==> src/hw/rtl/acc_pkg.sv <==
// shared types, constants and arctangent table for the tilt angle pipeline
package acc_pkg;

	localparam int SAMPLE_BITS   = 16;
	localparam int CORDIC_STAGES = 16;
	localparam int SQ_W          = 2 * SAMPLE_BITS;
	localparam int ROOT_W        = SAMPLE_BITS;
	localparam int PRE_SHIFT     = 60 - SAMPLE_BITS;
	localparam int CW            = 63;
	localparam int ZW            = 25;
	localparam int ANG_W         = 17;
	localparam int OFF_W         = 16;
	localparam int OUT_LIMIT     = 46080;
	localparam int IN_TDATA_W    = ((3 * SAMPLE_BITS + 7) / 8) * 8;
	localparam int OUT_TDATA_W   = 40;
	localparam int REG_IDX_W     = 1;

	typedef logic [REG_IDX_W-1:0] reg_idx_t;
	localparam reg_idx_t REG_OFFSET_X = 1'b0;
	localparam reg_idx_t REG_OFFSET_Y = 1'b1;

	typedef struct packed {
		logic [SQ_W-1:0]               rad_x;
		logic [SQ_W-1:0]               rad_y;
		logic signed [SAMPLE_BITS-1:0] num_x;
		logic signed [SAMPLE_BITS-1:0] num_y;
	} acc_rad_t;

	typedef struct packed {
		logic [ROOT_W-1:0]             den_x;
		logic [ROOT_W-1:0]             den_y;
		logic signed [SAMPLE_BITS-1:0] num_x;
		logic signed [SAMPLE_BITS-1:0] num_y;
	} acc_vec_t;

	typedef struct packed {
		logic signed [ANG_W-1:0] ang_x;
		logic signed [ANG_W-1:0] ang_y;
	} acc_ang_t;

	// atan(2^-i) in 1/65536 degree
	function automatic logic signed [ZW-1:0] atan_entry(input int unsigned i);
		logic signed [ZW-1:0] t;
		unique case (i)
			0: t = ZW'(2949120);
			1: t = ZW'(1740967);
			2: t = ZW'(919879);
			3: t = ZW'(466945);
			4: t = ZW'(234379);
			5: t = ZW'(117304);
			6: t = ZW'(58666);
			7: t = ZW'(29335);
			8: t = ZW'(14668);
			9: t = ZW'(7334);
			10: t = ZW'(3667);
			11: t = ZW'(1833);
			12: t = ZW'(917);
			13: t = ZW'(458);
			14: t = ZW'(229);
			15: t = ZW'(115);
			16: t = ZW'(57);
			17: t = ZW'(29);
			18: t = ZW'(14);
			19: t = ZW'(7);
			20: t = ZW'(4);
			21: t = ZW'(2);
			22: t = ZW'(1);
			default: t = '0;
		endcase
		return t;
	endfunction

endpackage

==> src/hw/rtl/acc_isqrt.sv <==
// pipelined integer square root, two lanes, one result bit per stage
module acc_isqrt (
	input  logic              clk,
	input  logic              arst_n,
	input  logic              in_valid,
	output logic              in_ready,
	input  acc_pkg::acc_rad_t in_data,
	output logic              out_valid,
	input  logic              out_ready,
	output acc_pkg::acc_vec_t out_data
);

	localparam int N = acc_pkg::ROOT_W;
	localparam int W = acc_pkg::SQ_W;
	localparam int S = acc_pkg::SAMPLE_BITS;

	typedef struct packed {
		logic [W-1:0] rem;
		logic [W-1:0] root;
	} sqrt_pair_t;

	function automatic sqrt_pair_t sqrt_step(input logic [W-1:0] v, input logic [W-1:0] r,
			input int unsigned k);
		logic [W-1:0] b;
		logic [W:0]   t;
		sqrt_pair_t   p;
		b = W'(1) << (W - 2 - 2 * k);
		t = {1'b0, r} + {1'b0, b};
		if ({1'b0, v} >= t) begin
			p.rem  = v - t[W-1:0];
			p.root = (r >> 1) + b;
		end else begin
			p.rem  = v;
			p.root = r >> 1;
		end
		return p;
	endfunction

	logic                vld_s  [N];
	logic                rdy    [N+1];
	logic [W-1:0]        rem_x_s [N];
	logic [W-1:0]        root_x_s[N];
	logic [W-1:0]        rem_y_s [N];
	logic [W-1:0]        root_y_s[N];
	logic signed [S-1:0] num_x_s [N];
	logic signed [S-1:0] num_y_s [N];

	for (genvar k = 0; k < N; k++) begin : g_stage
		logic [W-1:0]        vx, rx, vy, ry;
		logic signed [S-1:0] nx, ny;
		logic                vin;
		sqrt_pair_t          px, py;

		if (k == 0) begin : g_first
			assign vx  = in_data.rad_x;
			assign rx  = '0;
			assign vy  = in_data.rad_y;
			assign ry  = '0;
			assign nx  = in_data.num_x;
			assign ny  = in_data.num_y;
			assign vin = in_valid;
		end else begin : g_next
			assign vx  = rem_x_s[k-1];
			assign rx  = root_x_s[k-1];
			assign vy  = rem_y_s[k-1];
			assign ry  = root_y_s[k-1];
			assign nx  = num_x_s[k-1];
			assign ny  = num_y_s[k-1];
			assign vin = vld_s[k-1];
		end

		always_comb begin
			px = sqrt_step(vx, rx, k);
			py = sqrt_step(vy, ry, k);
		end

		assign rdy[k] = !vld_s[k] || rdy[k+1];

		always_ff @(posedge clk or negedge arst_n) begin
			if (!arst_n) begin
				vld_s[k] <= 1'b0;
			end else if (rdy[k]) begin
				vld_s[k] <= vin;
			end
		end

		always_ff @(posedge clk) begin
			if (rdy[k]) begin
				rem_x_s[k]  <= px.rem;
				root_x_s[k] <= px.root;
				rem_y_s[k]  <= py.rem;
				root_y_s[k] <= py.root;
				num_x_s[k]  <= nx;
				num_y_s[k]  <= ny;
			end
		end
	end

	assign rdy[N]         = out_ready;
	assign in_ready       = rdy[0];
	assign out_valid      = vld_s[N-1];
	assign out_data.den_x = root_x_s[N-1][N-1:0];
	assign out_data.den_y = root_y_s[N-1][N-1:0];
	assign out_data.num_x = num_x_s[N-1];
	assign out_data.num_y = num_y_s[N-1];

endmodule

==> config.mk <==
export PLATFORM = sky130hd
export DESIGN_NAME = acc_isqrt
export DESIGN_NICKNAME = d
export VERILOG_FILES = /design/src/hw/rtl/acc_pkg.sv /design/src/hw/rtl/acc_isqrt.sv
export SDC_FILE = /design/constraint.sdc
export NUM_CORES = 2
export LEC_CHECK = 0
export BUFFER_PORTS_ARGS = -buffer_cell sky130_fd_sc_hd__buf_4
export CAP_MARGIN = 30
export CORE_MARGIN = 5
export CORE_UTILIZATION = 45
export DETAILED_ROUTE_END_ITERATION = 10
export PLACE_DENSITY_LB_ADDON = 0.3
export SKIP_CTS_REPAIR_TIMING = 1
export SLEW_MARGIN = 20
export SYNTH_ARGS = -nofsm -noshare
export SYNTH_HDL_FRONTEND = slang
export SYNTH_SLANG_ARGS = --single-unit
==> constraint.sdc <==
create_clock -name clk -period 27.8 [get_ports clk]
set_input_delay 5.56 -clock clk [delete_from_list [all_inputs] [get_ports clk]]
set_output_delay 5.56 -clock clk [all_outputs]
set_load 0.02 [all_outputs]
# After elaboration in Yosys (flattened, before gate mapping)
# Memories as Yosys holds them, arrays and structs flattened.
# Index checks and enable logic that the tools add are counted.
[op_classes]
n_bitwise = 0
n_shift = 0
eq_ne = 0
n_mul = 0
n_addsub = 92
muxes = 64
n_lt_le_gt_ge = 32
div_mod_pow = 0
n_reduce_logical = 32
[op_table]
columns = ["cell", "count"]
rows = [
  ["$mux 64", 32],
  ["$ge 32x33->1", 30],
  ["$sub 32x32->32", 30],
  ["$add 32x1->33 const B", 2],
  ["$add 32x11->33 const B", 2],
  ["$add 32x13->33 const B", 2],
  ["$add 32x15->33 const B", 2],
  ["$add 32x17->33 const B", 2],
  ["$add 32x19->33 const B", 2],
  ["$add 32x21->33 const B", 2],
  ["$add 32x23->33 const B", 2],
  ["$add 32x25->33 const B", 2],
  ["$add 32x27->33 const B", 2],
  ["$add 32x29->33 const B", 2],
  ["$add 32x3->33 const B", 2],
  ["$add 32x5->33 const B", 2],
  ["$add 32x7->33 const B", 2],
  ["$add 32x9->33 const B", 2],
  ["$add 31x1->32 const B", 2],
  ["$add 31x11->32 const B", 2],
  ["$add 31x13->32 const B", 2],
  ["$add 31x15->32 const B", 2],
  ["$add 31x17->32 const B", 2],
  ["$add 31x19->32 const B", 2],
  ["other kinds (14)", 86],
]
[word_totals]
mem_bits_rw = 2560
rom_bits = 0
output_inout_bits = 66
mem_count = 6
reg_bits = 16
latchBits = 0
[mem_list]
columns = ["memory", "depth", "width", "rd", "rd_ports_with_merged_regs", "write_ports", "line_no", "source"]
rows = [
  ["rem_x_s", 16, 32, 15, 0, 16, "acc_isqrt.sv:41", "logic [W-1:0] rem_x_s [N];"],
  ["rem_y_s", 16, 32, 15, 0, 16, "acc_isqrt.sv:43", "logic [W-1:0] rem_y_s [N];"],
  ["root_x_s", 16, 32, 16, 0, 16, "acc_isqrt.sv:42", "logic [W-1:0] root_x_s[N];"],
  ["root_y_s", 16, 32, 16, 0, 16, "acc_isqrt.sv:44", "logic [W-1:0] root_y_s[N];"],
  ["num_x_s", 16, 16, 16, 0, 16, "acc_isqrt.sv:45", "logic signed [S-1:0] num_x_s [N];"],
  ["num_y_s", 16, 16, 16, 0, 16, "acc_isqrt.sv:46", "logic signed [S-1:0] num_y_s [N];"],
]

# Logic depth before layout (Yosys ltp)
[depth]
depth_word = 19
mapped_depth = 13
mapped_depth_nobuf = 12

# Least setup slack after synthesis
# OpenSTA, ideal clock, no wires.
[synth_path]
path_kind = "input port to output port"
from = "in out_ready"
to = "out in_ready"
t_arrival_ps = 17151
required_ps = 22240
cell_stages = 8
n_path_buf = 0
setup_slack_ps = 5089
path_cell_list = "nor2b_1 > nand2_1 > nor2_1 > nand2_1 > nor4_1 > nand3_1 > nor2_1 > nand2_1"
[synth_rtl]
columns = ["item", "line_no", "source"]
rows = [
  ["from (decl)", "acc_isqrt.sv:9", "input logic out_ready,"],
  ["to (decl)", "acc_isqrt.sv:6", "output logic in_ready,"],
]

==> run_results.csv <==
group,metric,value,unit
die,die_w,413.6,um
run_status,outcome,"finished clean",
drt,drc,0,
drt,wl_met1,52.02,mm
drt,wl_per_cell,15.56,um
die,initial_core_util,45.13,%
logic_synthesis,synthesis.nets,5308,
cells_and_area,diodes,0,
cells_and_area,fill_cells,13380,
drt,drt_iter0_drc,2192,
die,die_area,0.1710,mm^2
clock_tree,htree_num_levels,4,
die,core,0.1624,mm^2
place,io_buffers,165,
sta,finalClockSkew,0.06479,ns
clock_tree,cts_tree,"done",
drt,via_per_inst,5.016,
worst_setup_path,critPathLaunchType,"primary input",
drt,route.met3.wl,4.183,mm
die,ioPinCount,166,
drt,drt-total-wl,117.6,mm
sta,period_needed,15.33,ns
place,dp_hpwl,85.51,mm
grt,grt_use_total,14.00,%
cells_and_area,areaGrowthSynthToFinish,13.94,%
sta,finalHoldViolCount,0,
place,place_ws,12.39,ns
clock_tree,clock_latency,0.81,ns
grt,first_global_vias,38010,
cells_and_area,seqCellArea,0.05277,mm^2
sta,report.final.slew_viol_count,0,
worst_setup_path,cp_cell_sequence,"buf_4 > nor2b_1 > nand2_4 > nor2_1 > nand2_4 > nor4_1 > buf_4 > nand3_4 > nor2_1 > nand2_4 > buf_4",
cells_and_area,multi_input_area,0.01902,mm^2
sta,setup_slack,12.47,ns
sta,clock.fmax,65.22,MHz
grt,grt_pass1_wl,194.5,mm
die,die_height,413.6,um
sta,rsz0062_at_grt,"false",
die,rows,148,
cells_and_area,fin_nets,5632,
clock_tree,cts_buffers,176,
sta,tightestPinTransition,1.016,ns
grt,overflow,0,
grt,grt_start_max_net_pins,78,
place,place_congestion,0.9028,
worst_setup_path,cp_data_required_time,22.24,ns
logic_synthesis,ys_ff_latch,1760,
cells_and_area,fin_area,0.08350,mm^2
logic_synthesis,syn_inst,4908,
drt,wl_met2,57.61,mm
grt,antenna_found_initial,0,
worst_setup_path,endpoint_kind,"output port",
drt,dr.pass1.iters,5,
pwr,max-vdd-ir-drop,0.06445,mV
logic_synthesis,synth_flop_cell,"edfxtp_1",
worst_setup_path,crit_fanout,44,
logic_synthesis,yosys_warnings,0,
clock_tree,clkTransAtPathRegs,0.06,ns
cells_and_area,drive_above_1_share,10.67,%
sta,relSlewSlack,32.30,%
clock_tree,cts_root_buf,"clkbuf_16",
sta,fin_crit_sh,55.16,%
worst_setup_path,arrival,9.77,ns
min_path,hold_class,"flop to flop",
logic_synthesis,synth_edf_count,1744,
logic_synthesis,ys_types,90,
logic_synthesis,ys_seq_area_share,72.01,%
pwr,p_leak,32.14,nW
logic_synthesis,synth.cell_area,0.07329,mm^2
drt,ant_nets,0,
drt,vias,37900,
logic_synthesis,avgSynthCellArea,14.93,um^2
job,maxCapViolCount,0,
clock_tree,cts.sinks,1760,
drt,highest_layer,"met4",
place,post_dp_cell_area,0.07738,mm^2
worst_setup_path,max_stage_delay,0.67,ns
sta,setup_viol,0,
worst_setup_path,cp_slowest_cell,"nor2_1",
worst_setup_path,path_class,"primary input to output port",
pwr,powerDensity,100.1,mW/mm^2
sta,fin_tns_setup,0,ns
clock_tree,cts_max_path_buffers,3,
logic_synthesis,async_flop_share,0.9091,%
cells by family after synthesis:
family	after synthesis	synth area share, %
compound gates	737	6.303
xor+xnor	373	4.458
fa+ha+maj	300	5.122
buf+inv	417	2.182
flops	1760	72.01
mux	56	0.8314
simple gates	1265	9.096
through the flow:
step / hold slack, ns / power, mW / std cells / utilization, %
2_1_floorplan: 0.4003 / 5.516 / 4908 / -
4_1_cts: 0.3839 / 8.446 / 7555 / 51.41
5_1_grt: 0.3949 / 8.878 / 7557 / 51.42
3_5_place_dp: 0.4045 / 6.008 / 7227 / 47.65
6_report: 0.3929 / 8.362 / 7557 / 51.42
3_3_place_gp: 0.4004 / 5.949 / 7225 / 47.64
flip-flops by register name, indices dropped and copies added (netlist names):
signal / count
g_stage.vin: 15
rem_x_s: 480
out_valid: 1
root_y_s: 136
num_y_s: 256
rem_y_s: 480
root_x_s: 136
num_x_s: 256
cell usage after synthesis (all sizes together) (7+ instances only):
cell / n / area, um^2
and3: 13 / 81.33
o41ai: 7 / 61.31
o21a: 67 / 503.0
nor4b: 18 / 157.7
nor2: 250 / 940.9
nand3: 57 / 285.3
mux2i: 17 / 170.2
or4: 35 / 266.5
o21ai: 237 / 1194
dfrtp: 16 / 400.4
o31ai: 39 / 302.8
or3: 45 / 281.5
a21oi: 185 / 929.6
nor2b: 52 / 325.3
nor4: 156 / 1012
nand3b: 13 / 97.59
nor3: 149 / 770.7
nand2b: 64 / 400.4
o21bai: 13 / 97.59
nand2: 278 / 1044
nor3b: 11 / 97.60
clkbuf: 40 / 150.1
o211ai: 13 / 102.6
nand4: 59 / 369.1
nand4b: 14 / 122.6
a31oi: 7 / 43.79
edfxtp: 1744 / 52370
a211oi: 28 / 210.2
inv: 362 / 1359
a2111oi: 10 / 100.1
xor2: 194 / 1699
or2: 20 / 125.1
buf: 15 / 90.08
a21boi: 9 / 67.56
ha: 300 / 3754
a21o: 66 / 495.5
xnor2: 179 / 1568
o31a: 8 / 70.07
mux2: 39 / 439.2
cell usage in the layout (no fill, tap or decap), drive strengths merged, types with 14 or more instances in the layout:
cell	count
xor2	194
mux2	39
a211oi	28
dfrtp	16
o21ai	237
or4	35
nand4b	14
nor4b	18
clkinv	76
a21o	66
or3	45
clkbuf	213
nand4	59
o21a	67
xnor2	179
a21oi	185
inv	364
or2	20
nand3	57
bufinv	25
nand2b	64
ha	300
mux2i	17
nand2	278
edfxtp	1744
nor4	156
nor3	149
nor2b	52
o31ai	39
nor2	250
buf	200
per-layer routing:
layer / track usage, % / up-vias
met3: 2.642 / 242
li1: - / 19210
met1: 17.91 / 17800
met4: 5.262 / 0
met5: 0 / -
met2: 23.81 / 648
worst max-delay path: cells and delay by family:
kind | cells | cell delay [ns]
and+or+nand+nor | 8 | 3.55
buffers and inverters | 3 | 0.62
layout make-up:
class                      count  area share (%)
multi-input combinational   2731           22.78
tap                         2175           3.259
clock buffer                 212           5.462
inverter                     362           1.639
timing repair buffer         201           1.806
sequential                  1760           63.20
clock inverter               116           1.851
power by group:
group          internal [mW]  switching, mW
clock network           1.42          0.982
logic                  0.804           1.02
registers               3.77          0.372
final timing paths:
check | from | endpoint | slack, ns | cells after the start
hold reg to reg | num_y_s[1][78]$_DFFE_PP_ | num_y_s[1][94]$_DFFE_PP_ | 0.39 | 0
max in group asynchronous | arst_n | g_stage[3].vin$_DFFE_PN0P_ | 22.85 | 1
setup / recovery | out_ready | in_ready | 12.47 | 11
min in group asynchronous | arst_n | g_stage[12].vin$_DFFE_PN0P_ | 4.68 | 1
setup reg to reg | out_valid$_DFFE_PN0P_ | rem_x_s[0][13]$_DFFE_PP_ | 22.53 | 11
hold / removal | num_y_s[1][78]$_DFFE_PP_ | num_y_s[1][94]$_DFFE_PP_ | 0.39 | 0
(Power assumes the default switching activity.)
